File: src/sv/avsue_pkg.sv
package avsue_pkg;

   localparam logic [7:0]  TYPE_SEQ_HDR  = 8'hB0;
   localparam logic [7:0]  TYPE_SEQ_END  = 8'hB1;
   localparam logic [7:0]  TYPE_PIC_I    = 8'hB2;
   localparam logic [7:0]  TYPE_EXT      = 8'hB5;
   localparam logic [23:0] START_CODE    = 24'h000001;
   localparam logic [23:0] PSEUDO_LIMIT  = 24'd4;
   localparam logic [23:0] OVF_WIN_TOP   = 24'hFF0000;
   localparam logic [15:0] MAX_LEN_RESET = 16'hFFFF;
   localparam logic [15:0] HDR_LEN       = 16'd4;
   localparam logic [1:0]  HOLD_FULL     = 2'd2;
   localparam int unsigned RSP_DEPTH     = 3;

   // one result beat
   typedef struct packed {
      logic [7:0] data_byte;
      logic       byte_valid;
      logic       unit_start;
      logic       unit_end;
      logic       overflow;
      logic       stream_done;
      logic       last;
   } rsp_type;

   // outcome of pushing one payload byte through the window and bit packer
   typedef struct packed {
      logic [23:0] win;
      logic [14:0] acc;
      logic [2:0]  cnt;
      logic        emit;
      logic [7:0]  data;
   } commit_type;

endpackage

File: src/sv/avs_unit_extractor.sv
// avs_unit_extractor: splits a raw video byte stream into units and strips
// pseudo start code bits from the unit payload.
//
// req_*: one stream byte per beat; req_tuser marks an end-of-stream beat whose
//   byte is ignored. rsp_*: result beats; tuser carries the unit/status flags,
//   rsp_tlast marks the final result of the request beat that caused it.
// csr_*: writes the unit length limit (16 bit, counts the four start code
//   bytes); write only while the block is idle.
//
// A byte is taken every cycle while the result buffer keeps req_tready high.
// Payload bytes wait in a two-byte hold; a result is registered and shows up on
// rsp in the cycle after the beat that releases it. Most beats give zero or one
// result; an end-of-stream beat gives up to three, and req_tready stays low until the last of them is being taken.
// The three-entry result buffer sets the rate: a new beat is taken when the
// buffer is empty or its last entry leaves in the same cycle, so a stalled
// receiver stalls req after at most one pending result.
// Reset (synchronous) empties the buffer, restarts the start code search and
// sets the limit to 65535. An end-of-stream beat returns all state but the
// limit and the result buffer to its reset values.
module avs_unit_extractor (
   input  logic        clock,
   input  logic        reset,
   input  logic        req_tvalid,
   output logic        req_tready,
   input  logic [7:0]  req_tdata,   // [7:0] in_byte
   input  logic        req_tuser,   // [0] end_of_stream
   output logic        rsp_tvalid,
   input  logic        rsp_tready,
   output logic [7:0]  rsp_tdata,   // [7:0] data_byte
   output logic [4:0]  rsp_tuser,   // [0] byte_valid [1] unit_start [2] unit_end
                                    // [3] overflow [4] stream_done
   output logic        rsp_tlast,
   input  logic        csr_valid,
   output logic        csr_ready,
   input  logic [15:0] csr_data
);

   logic        searching_ff, searching_in;
   logic        type_pend_ff, type_pend_in;
   logic [7:0]  hold_ff [2];
   logic [7:0]  hold_in [2];
   logic [1:0]  hold_cnt_ff, hold_cnt_in;
   logic [23:0] win_ff, win_in;
   logic [14:0] acc_ff, acc_in;
   logic [2:0]  bit_cnt_ff, bit_cnt_in;
   logic        removal_ff, removal_in;
   logic [15:0] unit_len_ff, unit_len_in;
   logic [15:0] max_len_ff;

   avsue_pkg::rsp_type res_ff  [avsue_pkg::RSP_DEPTH];
   avsue_pkg::rsp_type res_in  [avsue_pkg::RSP_DEPTH];
   avsue_pkg::rsp_type res_new [avsue_pkg::RSP_DEPTH];
   logic [1:0]  rcnt_ff, rcnt_in;
   logic [1:0]  n_res;

   avsue_pkg::commit_type c1, c2;
   logic [1:0]  k;
   logic [15:0] len;
   logic        ovf;
   logic [14:0] acc_e;
   logic [2:0]  cnt_e;
   logic [23:0] win_shift;
   logic        req_fire, rsp_fire;

   function automatic avsue_pkg::commit_type commit_byte(input logic [23:0] win,
                                                         input logic [14:0] acc,
                                                         input logic [2:0]  cnt,
                                                         input logic        removal,
                                                         input logic [7:0]  b);
      avsue_pkg::commit_type r;
      logic [3:0] c;
      r.win = {win[15:0], b};
      if (r.win < avsue_pkg::PSEUDO_LIMIT && removal) begin
         r.acc = {acc[8:0], b[7:2]};
         c = {1'b0, cnt} + 4'd6;
      end else begin
         r.acc = {acc[6:0], b};
         c = {1'b0, cnt} + 4'd8;
      end
      r.emit = c[3];
      r.data = '0;
      if (c[3]) begin
         r.data = 8'(r.acc >> (c - 4'd8));
         c = c - 4'd8;
      end
      r.cnt = c[2:0];
      return r;
   endfunction

   function automatic avsue_pkg::rsp_type push_rsp(input logic [7:0] data,
                                                   input logic over,
                                                   input logic end_flag,
                                                   input logic done);
      avsue_pkg::rsp_type r;
      r.unit_start  = 1'b0;
      r.stream_done = done;
      r.last        = 1'b0;
      if (over) begin
         r.data_byte  = '0;
         r.byte_valid = 1'b0;
         r.unit_end   = 1'b1;
         r.overflow   = 1'b1;
      end else begin
         r.data_byte  = data;
         r.byte_valid = 1'b1;
         r.unit_end   = end_flag;
         r.overflow   = 1'b0;
      end
      return r;
   endfunction

   // leftover bits are zero-padded; the padded byte goes out only if nonzero
   function automatic avsue_pkg::rsp_type close_rsp(input logic [14:0] acc,
                                                    input logic [2:0]  cnt,
                                                    input logic        over,
                                                    input logic        done);
      avsue_pkg::rsp_type r;
      logic [7:0] pb;
      pb = 8'(acc << (4'd8 - {1'b0, cnt}));
      if (cnt != '0 && pb != '0) begin
         r = push_rsp(pb, over, 1'b1, done);
      end else begin
         r = '0;
         r.unit_end    = 1'b1;
         r.stream_done = done;
      end
      return r;
   endfunction

   assign req_tready = (rcnt_ff == 2'd0) || (rcnt_ff == 2'd1 && rsp_tready);
   assign req_fire   = req_tvalid && req_tready;
   assign rsp_tvalid = rcnt_ff != 2'd0;
   assign rsp_fire   = rsp_tvalid && rsp_tready;
   assign csr_ready  = 1'b1;

   assign rsp_tdata = res_ff[0].data_byte;
   assign rsp_tuser = {res_ff[0].stream_done, res_ff[0].overflow, res_ff[0].unit_end,
                       res_ff[0].unit_start, res_ff[0].byte_valid};
   assign rsp_tlast = res_ff[0].last;

   assign win_shift = {win_ff[15:0], req_tdata};

   always_comb begin
      searching_in = searching_ff;
      type_pend_in = type_pend_ff;
      hold_in      = hold_ff;
      hold_cnt_in  = hold_cnt_ff;
      win_in       = win_ff;
      acc_in       = acc_ff;
      bit_cnt_in   = bit_cnt_ff;
      removal_in   = removal_ff;
      unit_len_in  = unit_len_ff;
      res_new      = '{default: '0};
      n_res        = '0;
      k            = '0;
      len          = unit_len_ff;
      ovf          = 1'b0;
      acc_e        = acc_ff;
      cnt_e        = bit_cnt_ff;

      c1 = commit_byte(win_ff, acc_ff, bit_cnt_ff, removal_ff, hold_ff[0]);
      c2 = commit_byte(c1.win, c1.acc, c1.cnt, removal_ff, hold_ff[1]);

      if (req_fire) begin
         if (req_tuser) begin
            if (!searching_ff && !type_pend_ff) begin
               // drain the hold, then close the unit
               if (hold_cnt_ff != 2'd0) begin
                  acc_e = c1.acc;
                  cnt_e = c1.cnt;
                  if (c1.emit) begin
                     res_new[k] = push_rsp(c1.data, len >= max_len_ff, 1'b0, 1'b0);
                     if (len >= max_len_ff) begin
                        ovf = 1'b1;
                     end else begin
                        len = len + 16'd1;
                     end
                     k = k + 2'd1;
                  end
               end
               if (hold_cnt_ff == avsue_pkg::HOLD_FULL && !ovf) begin
                  acc_e = c2.acc;
                  cnt_e = c2.cnt;
                  if (c2.emit) begin
                     res_new[k] = push_rsp(c2.data, len >= max_len_ff, 1'b0, 1'b0);
                     if (len >= max_len_ff) begin
                        ovf = 1'b1;
                     end else begin
                        len = len + 16'd1;
                     end
                     k = k + 2'd1;
                  end
               end
               if (ovf) begin
                  res_new[k - 2'd1].stream_done = 1'b1;
                  n_res = k;
               end else begin
                  res_new[k] = close_rsp(acc_e, cnt_e, len >= max_len_ff, 1'b1);
                  n_res = k + 2'd1;
               end
            end else begin
               res_new[0].stream_done = 1'b1;
               n_res = 2'd1;
            end
            searching_in = 1'b1;
            type_pend_in = 1'b0;
            hold_in      = '{default: '0};
            hold_cnt_in  = '0;
            win_in       = '0;
            acc_in       = '0;
            bit_cnt_in   = '0;
            removal_in   = 1'b1;
            unit_len_in  = '0;
         end else if (searching_ff) begin
            win_in = win_shift;
            if (win_shift == avsue_pkg::START_CODE) begin
               searching_in = 1'b0;
               type_pend_in = 1'b1;
            end
         end else if (type_pend_ff) begin
            type_pend_in = 1'b0;
            win_in       = win_shift;
            removal_in   = !(req_tdata == avsue_pkg::TYPE_SEQ_HDR ||
                             req_tdata == avsue_pkg::TYPE_PIC_I ||
                             req_tdata == avsue_pkg::TYPE_EXT);
            unit_len_in  = avsue_pkg::HDR_LEN;
            acc_in       = '0;
            bit_cnt_in   = '0;
            hold_cnt_in  = '0;
            res_new[0].data_byte  = req_tdata;
            res_new[0].byte_valid = 1'b1;
            res_new[0].unit_start = 1'b1;
            n_res = 2'd1;
            // sequence end closes the unit on its type byte
            if (req_tdata == avsue_pkg::TYPE_SEQ_END) begin
               res_new[0].unit_end = 1'b1;
               searching_in = 1'b1;
            end
         end else if (hold_cnt_ff == avsue_pkg::HOLD_FULL) begin
            if (hold_ff[0] == 8'd0 && hold_ff[1] == 8'd0 && req_tdata == 8'd1) begin
               // next start code: held zeros are dropped
               res_new[0]   = close_rsp(acc_ff, bit_cnt_ff, unit_len_ff >= max_len_ff, 1'b0);
               n_res        = 2'd1;
               hold_cnt_in  = '0;
               win_in       = avsue_pkg::START_CODE;
               type_pend_in = 1'b1;
               acc_in       = '0;
               bit_cnt_in   = '0;
            end else begin
               win_in     = c1.win;
               acc_in     = c1.acc;
               bit_cnt_in = c1.cnt;
               hold_in[0] = hold_ff[1];
               hold_in[1] = req_tdata;
               if (c1.emit) begin
                  res_new[0] = push_rsp(c1.data, unit_len_ff >= max_len_ff, 1'b0, 1'b0);
                  n_res = 2'd1;
                  if (unit_len_ff >= max_len_ff) begin
                     // abandon the unit, resume the search at the held bytes
                     searching_in = 1'b1;
                     win_in       = avsue_pkg::OVF_WIN_TOP | {8'd0, hold_ff[1], req_tdata};
                     hold_cnt_in  = '0;
                     acc_in       = '0;
                     bit_cnt_in   = '0;
                  end else begin
                     unit_len_in = unit_len_ff + 16'd1;
                  end
               end
            end
         end else begin
            hold_in[hold_cnt_ff[0]] = req_tdata;
            hold_cnt_in = hold_cnt_ff + 2'd1;
         end
      end

      if (n_res != 2'd0) begin
         res_new[n_res - 2'd1].last = 1'b1;
      end
   end

   always_comb begin
      res_in  = res_ff;
      rcnt_in = rcnt_ff;
      if (req_fire) begin
         res_in  = res_new;
         rcnt_in = n_res;
      end else if (rsp_fire) begin
         res_in[0] = res_ff[1];
         res_in[1] = res_ff[2];
         rcnt_in   = rcnt_ff - 2'd1;
      end
   end

   always_ff @(posedge clock) begin
      if (reset) begin
         searching_ff <= 1'b1;
         type_pend_ff <= 1'b0;
         hold_ff      <= '{default: '0};
         hold_cnt_ff  <= '0;
         win_ff       <= '0;
         acc_ff       <= '0;
         bit_cnt_ff   <= '0;
         removal_ff   <= 1'b1;
         unit_len_ff  <= '0;
         max_len_ff   <= avsue_pkg::MAX_LEN_RESET;
         rcnt_ff      <= '0;
      end else begin
         searching_ff <= searching_in;
         type_pend_ff <= type_pend_in;
         hold_ff      <= hold_in;
         hold_cnt_ff  <= hold_cnt_in;
         win_ff       <= win_in;
         acc_ff       <= acc_in;
         bit_cnt_ff   <= bit_cnt_in;
         removal_ff   <= removal_in;
         unit_len_ff  <= unit_len_in;
         rcnt_ff      <= rcnt_in;
         if (csr_valid && csr_ready) begin
            max_len_ff <= csr_data;
         end
      end
   end

   always_ff @(posedge clock) begin
      res_ff <= res_in;
   end

endmodule

File: config.mk
export PLATFORM = sky130hd
export DESIGN_NAME = avs_unit_extractor
export DESIGN_NICKNAME = d
export VERILOG_FILES = /design/src/sv/avsue_pkg.sv /design/src/sv/avs_unit_extractor.sv
export SDC_FILE = /design/constraint.sdc
export NUM_CORES = 1
export LEC_CHECK = 0
export ABC_CLOCK_PERIOD_IN_PS = 12150
export BUFFER_PORTS_ARGS = -buffer_cell sky130_fd_sc_hd__buf_2
export CORE_MARGIN = 2
export CORE_UTILIZATION = 50
export DETAILED_ROUTE_END_ITERATION = 16
export PLACE_DENSITY = 0.78
export SLEW_MARGIN = 15
export SYNTH_ARGS = -nofsm -noshare
export SYNTH_HDL_FRONTEND = slang
export SYNTH_SLANG_ARGS = --single-unit
File: constraint.sdc
create_clock -name clock -period 12.15 [get_ports clock]
set_clock_uncertainty 0.05 [all_clocks]
set_input_delay 2.43 -clock clock [delete_from_list [all_inputs] [get_ports clock]]
set_output_delay 2.43 -clock clock [all_outputs]
set_load 0.02 [all_outputs]
After elaboration in Yosys (flattened, before gate mapping). Cells that the tools add are included.

Register bits: 131. Input port bits: 30. Output and inout bits: 17. Logic and storage cells: 310.

Add/sub/neg operators: 16. $lt $le $gt $ge: 15. Equality and inequality tests: 15. Shifts and indexed selects: 4. Mux-type cells: 178. Bitwise logic cells: 5. Reduce and logical (&&, ||, !) cells: 44.

Operator list (count): $mux 16 (29); $mux 42 (8); $mux 14 (17); $mux 15 (14); $bwmux 42 (4); $demux 14 s2 (4); $mux 28 (3); $mux 9 (9); $mux 2 (29); $ge 16x16->1 (3); $lt 24x3->1 const B (2); $mux 3 (15); $mux 1 (38); $add 16x1->16 const B (2); $eq 8x8->1 const B (4); $shl 15x4->8 (2); $shr 15x4->8 (2); $mux 29 (1); $eq 24x1->1 const B (1); $bwmux 16 (1); $logic_and 1x1->1 (16); $logic_not 8->1 (2); $reduce_bool 8->1 (2); $ge 3x3->1 const B (4); other kinds (33) (65).

Depth between registers and ports, before layout. Gate-level depths: netlist (run 1).

Depth after elaboration: 31. Mapped depth: 34. Mapped depth without buffers: 31.

Worst setup path before layout (run 1). OpenSTA, ideal clock, no wires.

Path kind: reg2reg. Start: reg bit_cnt_ff[1]. End: reg res_ff, in the netlist rsp_tdata[1], data pin. Library setup time: 0.180 ns. Arrival time: 7.118 ns. Data required time: 11.920 ns. Setup slack: 4.802 ns. Cell stages (with the launch flop): 35. Buffers on the path: 5. Period minus slack after synthesis: 7.348 ns. Cells stage by stage: dfxtp_1 clkbuf_1 inv_1 clkbuf_1 clkbuf_1 ha_1 and3_2 nor4_2 nand3_1 clkbuf_1 nor2_1 xor2_1 ha_1 a21o_1 a21o_1 a21oi_1 o311ai_0 a211o_1 nor3_2 nor3b_1 and3_1 buf_2 nand2_1 xnor2_1 ha_1 a21o_1 a21oi_1 nor2b_1 o21ai_0 a21oi_1 o31ai_1 nand3b_1 nor2_4 nand2_1 o311ai_1.

RTL lines: from (decl) (RTL line avs_unit_extractor.sv:45) `logic [2:0] bit_cnt_ff, bit_cnt_in;`; from (signal assigned) (RTL line avs_unit_extractor.sv:314) `bit_cnt_ff <= bit_cnt_in;`; to (signal assigned) (RTL line avs_unit_extractor.sv:325) `res_ff <= res_in;`; to (decl) (RTL line avs_unit_extractor.sv:50) `avsue_pkg::rsp_type res_ff [avsue_pkg::RSP_DEPTH];`.

==> results.yml, run 1 <==
status:
  status: "complete, no violations"
power_and_ir_drop:
  peakVddDrop_mv: 0.0788
  p_leak_nw: 4.27
  cellPowerDensity_mw_per_mm2: 143
sta:
  finalSetupViolCount: 0
  finalCriticalPeriod_ns: 8.97
  worstMarginPinSlew_ns: 1.10
  fin_tns_setup_ns: 0
  fin_crit_sh_pct: 73.8
  final.setup.worst_slack_ns: 3.18
  maxSlewHeadroom_pct: 26.7
  fmax_mhz: 111
  maxSlewViolCount: 0
  hold_viol: 0
  rsz0062_at_grt: "false"
grt:
  grt_pass1_vias: 8957
  grt_max_degree: 67
  grt_usage_pct: 28.5
  grt_overflow: 0
  antenna_found_initial: 0
  grt_pass1_wl_um: 48900
finish:
  mostFrequentLayoutCells: "nor2_1, nand2_1, dfxtp_1"
  nets: 1292
  postLayoutCoreUtil_pct: 55.2
  final_common_cell: "nor2_1"
  drive_above_1_share_pct: 14.2
  fin_cells: 1478
  fillCellCount: 1732
  area_growth_pct: 7.78
  num_antenna_cells: 0
  finish.instance_area_mm2: 0.0108
critical_path:
  path_max_fanout: 36
  critPathSlowestCell: "nor4_2"
  required_ns: 12.34
  max_stage_delay_ns: 0.69
  worstSetupPathType: "flop to flop"
  cp-start-kind: "flop"
  cp-end-kind: "flop"
  rrSetupSlack_ns: 3.18
  arrival_ns: 9.17
  crit_buf_inv: 2
  reg2reg_to: "rsp_tdata[1]"
  r2r_start: "bit_cnt_ff[1]"
  cp.depth: 30
  cp_top_family: "simple AND/OR/NAND/NOR gates"
  worst-r2r-cell-count: 30
worst_hold_path:
  min_path_cells: 2
  min_from: "acc_ff[8]"
  min-delay-path-class: "flop to flop"
  min_to: "acc_ff[8]"
synthesis:
  synth_flop_cell: "dfxtp_1"
  ys_warn_count: 0
  ys_ff_latch: 122
  netlist_instances: 1219
  synth_nets: 1311
  yosysSeqAreaShare_pct: 28.4
  yosysTopAreaCell: "dfxtp_1"
  postSynthAreaPerCell_um2: 8.21
  synthArstFlopShare_pct: 0
  synth_area_leaders: "dfxtp_1, edfxtp_1, ha_1, nor2_1, nand2_1"
  synth_edf_count: 40
  yosys.area.top_type_share_pct: 16.4
  syn-cell-area_mm2: 0.0100
  synth_cell_type_count: 104
place:
  place_congestion: 1.08
  port_buffers: 45
  place_area_mm2: 0.0102
  dp_hpwl_um: 21900
  place_inst: 1446
  pre_cts_slack_ns: 3.40
floorplan:
  initial_core_util_pct: 51.2
  die_h_um: 145
  die_x_um: 145
  die_area_mm2: 0.0212
  ios: 47
  coreArea_mm2: 0.0195
  num_rows: 51
clock_network:
  clockRootBuffer: "clkbuf_16"
  cts-resized-gates: 0
  ctsHoldBuffers: 0
  clk_path_buf_depth: 2
  cts_setup_buffers: 0
  clk_pin_slew_worst_paths_ns: 0.06
  cts_htree_levels: 4
  cts.sinks: 122
  cts_tree: "yes"
  numCtsBuffers: 17
  clock_latency_ns: 0.44
routing:
  antenna_left: 0
  drt_pass1_iterations: 6
  vias_per_cell: 6.66
  routedWlPerCell_um: 20.5
  first_iter_violations: 1655
  routed_wl_um: 30300
  drc: 0
  wl_met2_um: 12900
  top_layer: "met4"
  detailroute.via_count: 9839
  drt-met1-wl_um: 12600
  wl_met3_um: 3570
flow_run:
  drv_cap: 0
-- worst register-to-register path, delay by kind of cell (launching register included) --
kind            cells  cell delay (ns)
compound gates     11             2.44
xor+xnor            2             0.44
fa+ha+maj           3             1.09
buf+inv             2             0.80
flops               1             0.30
simple gates       12             3.66
-- synth_stat cells (7+ instances only) --
cell / n
xnor2_1: 21
and3_1: 8
a221oi_1: 7
xor2_1: 10
o21ai_0: 55
o31ai_1: 10
nor3_1: 26
nor4_2: 9
nand4_1: 11
nor4_1: 8
nor2_1: 137
buf_4: 16
o21ai_2: 8
a21o_1: 21
and2_1: 7
a311oi_1: 15
or2_2: 8
a22o_1: 16
dfxtp_1: 82
buf_2: 13
nand2b_1: 14
mux2i_1: 36
a22oi_1: 41
nand3_1: 39
inv_1: 49
a31oi_1: 18
ha_1: 62
mux2_2: 8
a21oi_1: 61
edfxtp_1: 40
o211ai_1: 31
clkbuf_1: 57
nand2_1: 118
-- per-layer routing --
layer | global-route usage, % | vias up
met5 | 0 | -
met4 | 12.3 | 0
met3 | 6.58 | 108
met2 | 42.7 | 666
met1 | 39.5 | 4563
li1 | - | 4502
-- power breakdown --
part / leakage [nW] / switching [mW] / internal, mW
registers: 1.07 / 0.0217 / 0.474
clock network: 0.281 / 0.209 / 0.277
logic: 2.92 / 0.389 / 0.175
-- cell type report --
cell class | count | area (µm²) | share of cell area [%]
Clock buffer | 18 | 450 | 4.18
Clock inverter | 14 | 110 | 1.02
Inverter | 55 | 209 | 1.94
Multi-Input combinational cell | 949 | 6540 | 60.6
Sequential cell | 122 | 2840 | 26.4
Tap cell | 265 | 332 | 3.08
Timing Repair Buffer | 55 | 300 | 2.79
-- through the flow --
step                hold slack, ns  power (mW)
floorplan                    0.395       0.927
global placement             0.411        1.04
detailed placement           0.439        1.05
CTS                          0.447        1.53
global route                 0.469        1.61
finish                       0.446        1.55
-- how the worst max path moves through the flow --
| stage | from | end | slack, ns |
|---|---|---|---|
| floorplan | bit_cnt_ff[1] | rsp_tdata[1] | 4.80 |
| global placement | bit_cnt_ff[1] | rsp_tdata[1] | 3.64 |
| detailed placement | bit_cnt_ff[1] | rsp_tdata[1] | 3.40 |
| CTS | bit_cnt_ff[1] | rsp_tdata[1] | 3.38 |
| global route | bit_cnt_ff[1] | rsp_tdata[1] | 2.64 |
| finish | bit_cnt_ff[1] | rsp_tdata[1] | 3.18 |
-- cell families (layout without fill, tap and decap cells) --
logic type | after synthesis | count (layout) | share of synthesized area (%)
multiplexers | 45 | 45 | 4.73
AND/OR/NAND/NOR | 438 | 438 | 22.3
other | 1 | 1 | 0.0375
AO/OA/AOI/OAI | 370 | 370 | 27.3
buffers and inverters | 148 | 142 | 6.42
XOR/XNOR | 33 | 33 | 3.04
flip-flops | 122 | 122 | 28.4
adder cells (fa/ha/maj) | 62 | 62 | 7.76
-- registers in the layout (all words and copies together), names as in the netlist --
| name | cells |
|---|---|
| rsp_tlast | 1 |
| res_ff | 26 |
| rsp_tdata | 8 |
| bit_cnt_ff | 2 |
| removal_ff | 1 |
| rcnt_ff | 2 |
| unit_len_ff | 16 |
| win_ff | 16 |
| c2 | 8 |
| acc_ff | 9 |
| searching_ff | 1 |
| rsp_tuser | 5 |
| max_len_ff | 16 |
| c1 | 8 |
| hold_cnt_ff | 2 |
| type_pend_ff | 1 |
Power figures use the tool's default switching activity.
==> run 2: changes to the inputs <==
- ABC_AREA: not set -> 1
- ABC_CLOCK_PERIOD_IN_PS: 12150 -> 8160
- PLACE_DENSITY: 0.78 -> 0.81
- clock period: 12.15 -> 8.16 ns (I/O delays scaled with it)
==> run 2 against run 1 <==
Cell count increased by 22%. Synthesized area decreased by 0.33%. Worst hold slack worse by 0.029 ns. Die area is 0.32% lower. Sequential share of layout area shrank 0.22 points. Synthesized cell count grew 25%. Global-route usage is 2.9 points higher. Via count up 9.0%. First-iteration DRC count fell by 18%. Register-to-register slack got worse by 1.6 ns. Core utilization grew 0.47 points. Largest power group unchanged.
==> results.yml, run 2 <==
critical_path:
  path_max_fanout: 16
  cp-end-kind: "flop"
  max_stage_delay_ns: 0.61
  path_common_cell: "nand2_1"
  reg2reg_to: "res_ff[21]"
  rrSetupSlack_ns: 1.53
  worst-r2r-cell-count: 37
  startpoint: "bit_cnt_ff[1]"
  crit_buf_inv: 5
  worstSetupPathType: "flop to flop"
  required_ns: 8.27
  r2r_start: "bit_cnt_ff[1]"
  critPathSlowestCell: "dfxtp_1"
  cp_top_family: "simple AND/OR/NAND/NOR gates"
  cp-start-kind: "flop"
  arrival_ns: 6.74
sta:
  fin_tns_setup_ns: 0
  holdWs_ns: 0.416
  fin_crit_sh_pct: 81.3
  finalCriticalPeriod_ns: 6.63
  maxSlewViolCount: 0
  maxSlewHeadroom_pct: 20.4
  worstMarginPinSlew_ns: 1.19
  hold_viol: 0
  fmax_mhz: 151
  finalSetupViolCount: 0
  rsz0062_at_grt: "false"
floorplan:
  die_h_um: 145
  initial_core_util_pct: 51.1
  die_x_um: 145
  coreArea_mm2: 0.0195
  num_rows: 51
  ios: 47
  die_area_mm2: 0.0211
grt:
  antenna_found_initial: 0
  grt_overflow: 0
  grt_pass1_vias: 9712
  grt_max_degree: 70
  grt_pass1_wl_um: 52800
  grt_usage_pct: 31.4
routing:
  drt_pass1_iterations: 7
  antenna_left: 0
  vias_per_cell: 5.93
  first_iter_violations: 1365
  detailroute.via_count: 10700
  routed_wl_um: 33300
  drc: 0
  routedWlPerCell_um: 18.4
clock_network:
  ctsHoldBuffers: 0
  cts_htree_levels: 4
  cts_tree: "yes"
  cts-resized-gates: 0
  numCtsBuffers: 17
  cts.sinks: 122
  clk_pin_slew_worst_paths_ns: 0.06
  clockRootBuffer: "clkbuf_16"
  clk_path_buf_depth: 2
  clock_latency_ns: 0.43
  cts_setup_buffers: 0
worst_hold_path:
  min_path_cells: 2
  min_from: "win_ff[8]"
  min_to: "win_ff[8]"
  min-delay-path-class: "flop to flop"
synthesis:
  yosys.area.top_type_share_pct: 16.5
  synth_edf_count: 40
  synth_nets: 1616
  synth.most_common_cell: "nand2_1"
  synthTopCellsByCount: "nand2_1, inv_1, a21oi_1, o21ai_0, nor2_1"
  syn-cell-area_mm2: 0.00997
  yosysTopAreaCell: "dfxtp_1"
  ys_ff_latch: 122
  synthArstFlopShare_pct: 0
  synth_flop_cell: "dfxtp_1"
  synth_cell_type_count: 57
  ys_warn_count: 0
  synth_area_leaders: "dfxtp_1, nand2_1, edfxtp_1, ha_1, a21oi_1"
  postSynthAreaPerCell_um2: 6.54
  yosysSeqAreaShare_pct: 28.5
  netlist_instances: 1524
finish:
  final_common_cell: "nand2_1"
  fillCellCount: 1926
  num_antenna_cells: 0
  largest-register: "res_ff"
  mostFrequentLayoutCells: "nand2_1, inv_1, a21oi_1"
  postLayoutCoreUtil_pct: 55.7
  drive_above_1_share_pct: 10.4
  finish.instance_area_mm2: 0.0109
  largest_reg_flops: 26
  nets: 1624
  area_growth_pct: 9.06
power_and_ir_drop:
  cellPowerDensity_mw_per_mm2: 357
  p_leak_nw: 4.93
  peakVddDrop_mv: 0.199
  total_power_mw: 3.88
place:
  dp_hpwl_um: 24900
  place_congestion: 1.04
  port_buffers: 45
  place_area_mm2: 0.0103
status:
  status: "complete, no violations"
flow_run:
  drv_cap: 0
==> run 2: worst max path at each step <==
stage	slack, ns	endpoint	cells past startpoint
after CTS	1.66	rsp_tdata[1]	37
after global routing	0.95	rsp_tdata[0]	37
after floorplan	2.71	res_ff[16]	43
after detailed placement	1.69	rsp_tdata[5]	37
final	1.53	res_ff[21]	37
after global placement	1.87	rsp_tdata[5]	37
==> run 2: worst min-delay path, delay by kind of cell, from the launching register on <==
family	cells	cell delay [ns]
AOI/OAI and AO/OA	1	0.06
DFF	1	0.31
and+or+nand+nor	1	0.06
==> run 2: area by class of cell <==
type                       count  area [µm²]  area share [%]
sequential                   122        2840            26.1
tap                          265         332            3.05
clock buffer                  20         457            4.20
inverter                     196         737            6.78
clock inverter                12         140            1.29
multi-input combinational   1139        6060            55.7
timing repair buffer          56         308            2.83
==> run 2: cells by family after synthesis <==
logic type	Yosys count	synth area share, %
compound gates	361	20.4
buf+inv	263	10.8
flops	122	28.5
simple gates	697	30.8
other cells	1	0.0376
xor+xnor	18	1.73
fa+ha+maj	62	7.78
==> run 2: per-stage QoR <==
step,worst slack (ns),cells
final,1.53,1810
after global routing,0.950,1810
after CTS,1.66,1810
after detailed placement,1.69,1778
after global placement,1.87,1778
after floorplan,2.71,1524
==> run 2: metal layers <==
layer	vias up	GRT usage (%)	wire length (µm)
met3	83	7.11	3780
met1	4875	43.7	14200
met4	0	10.9	986
met5	-	0	0
li1	5077	-	-
met2	693	47.9	14300
==> run 2: where the power goes <==
part,internal (mW),switching [mW]
registers,0.792,0.0630
clock network,0.469,0.309
logic,0.605,1.64
total,1.87,2.01
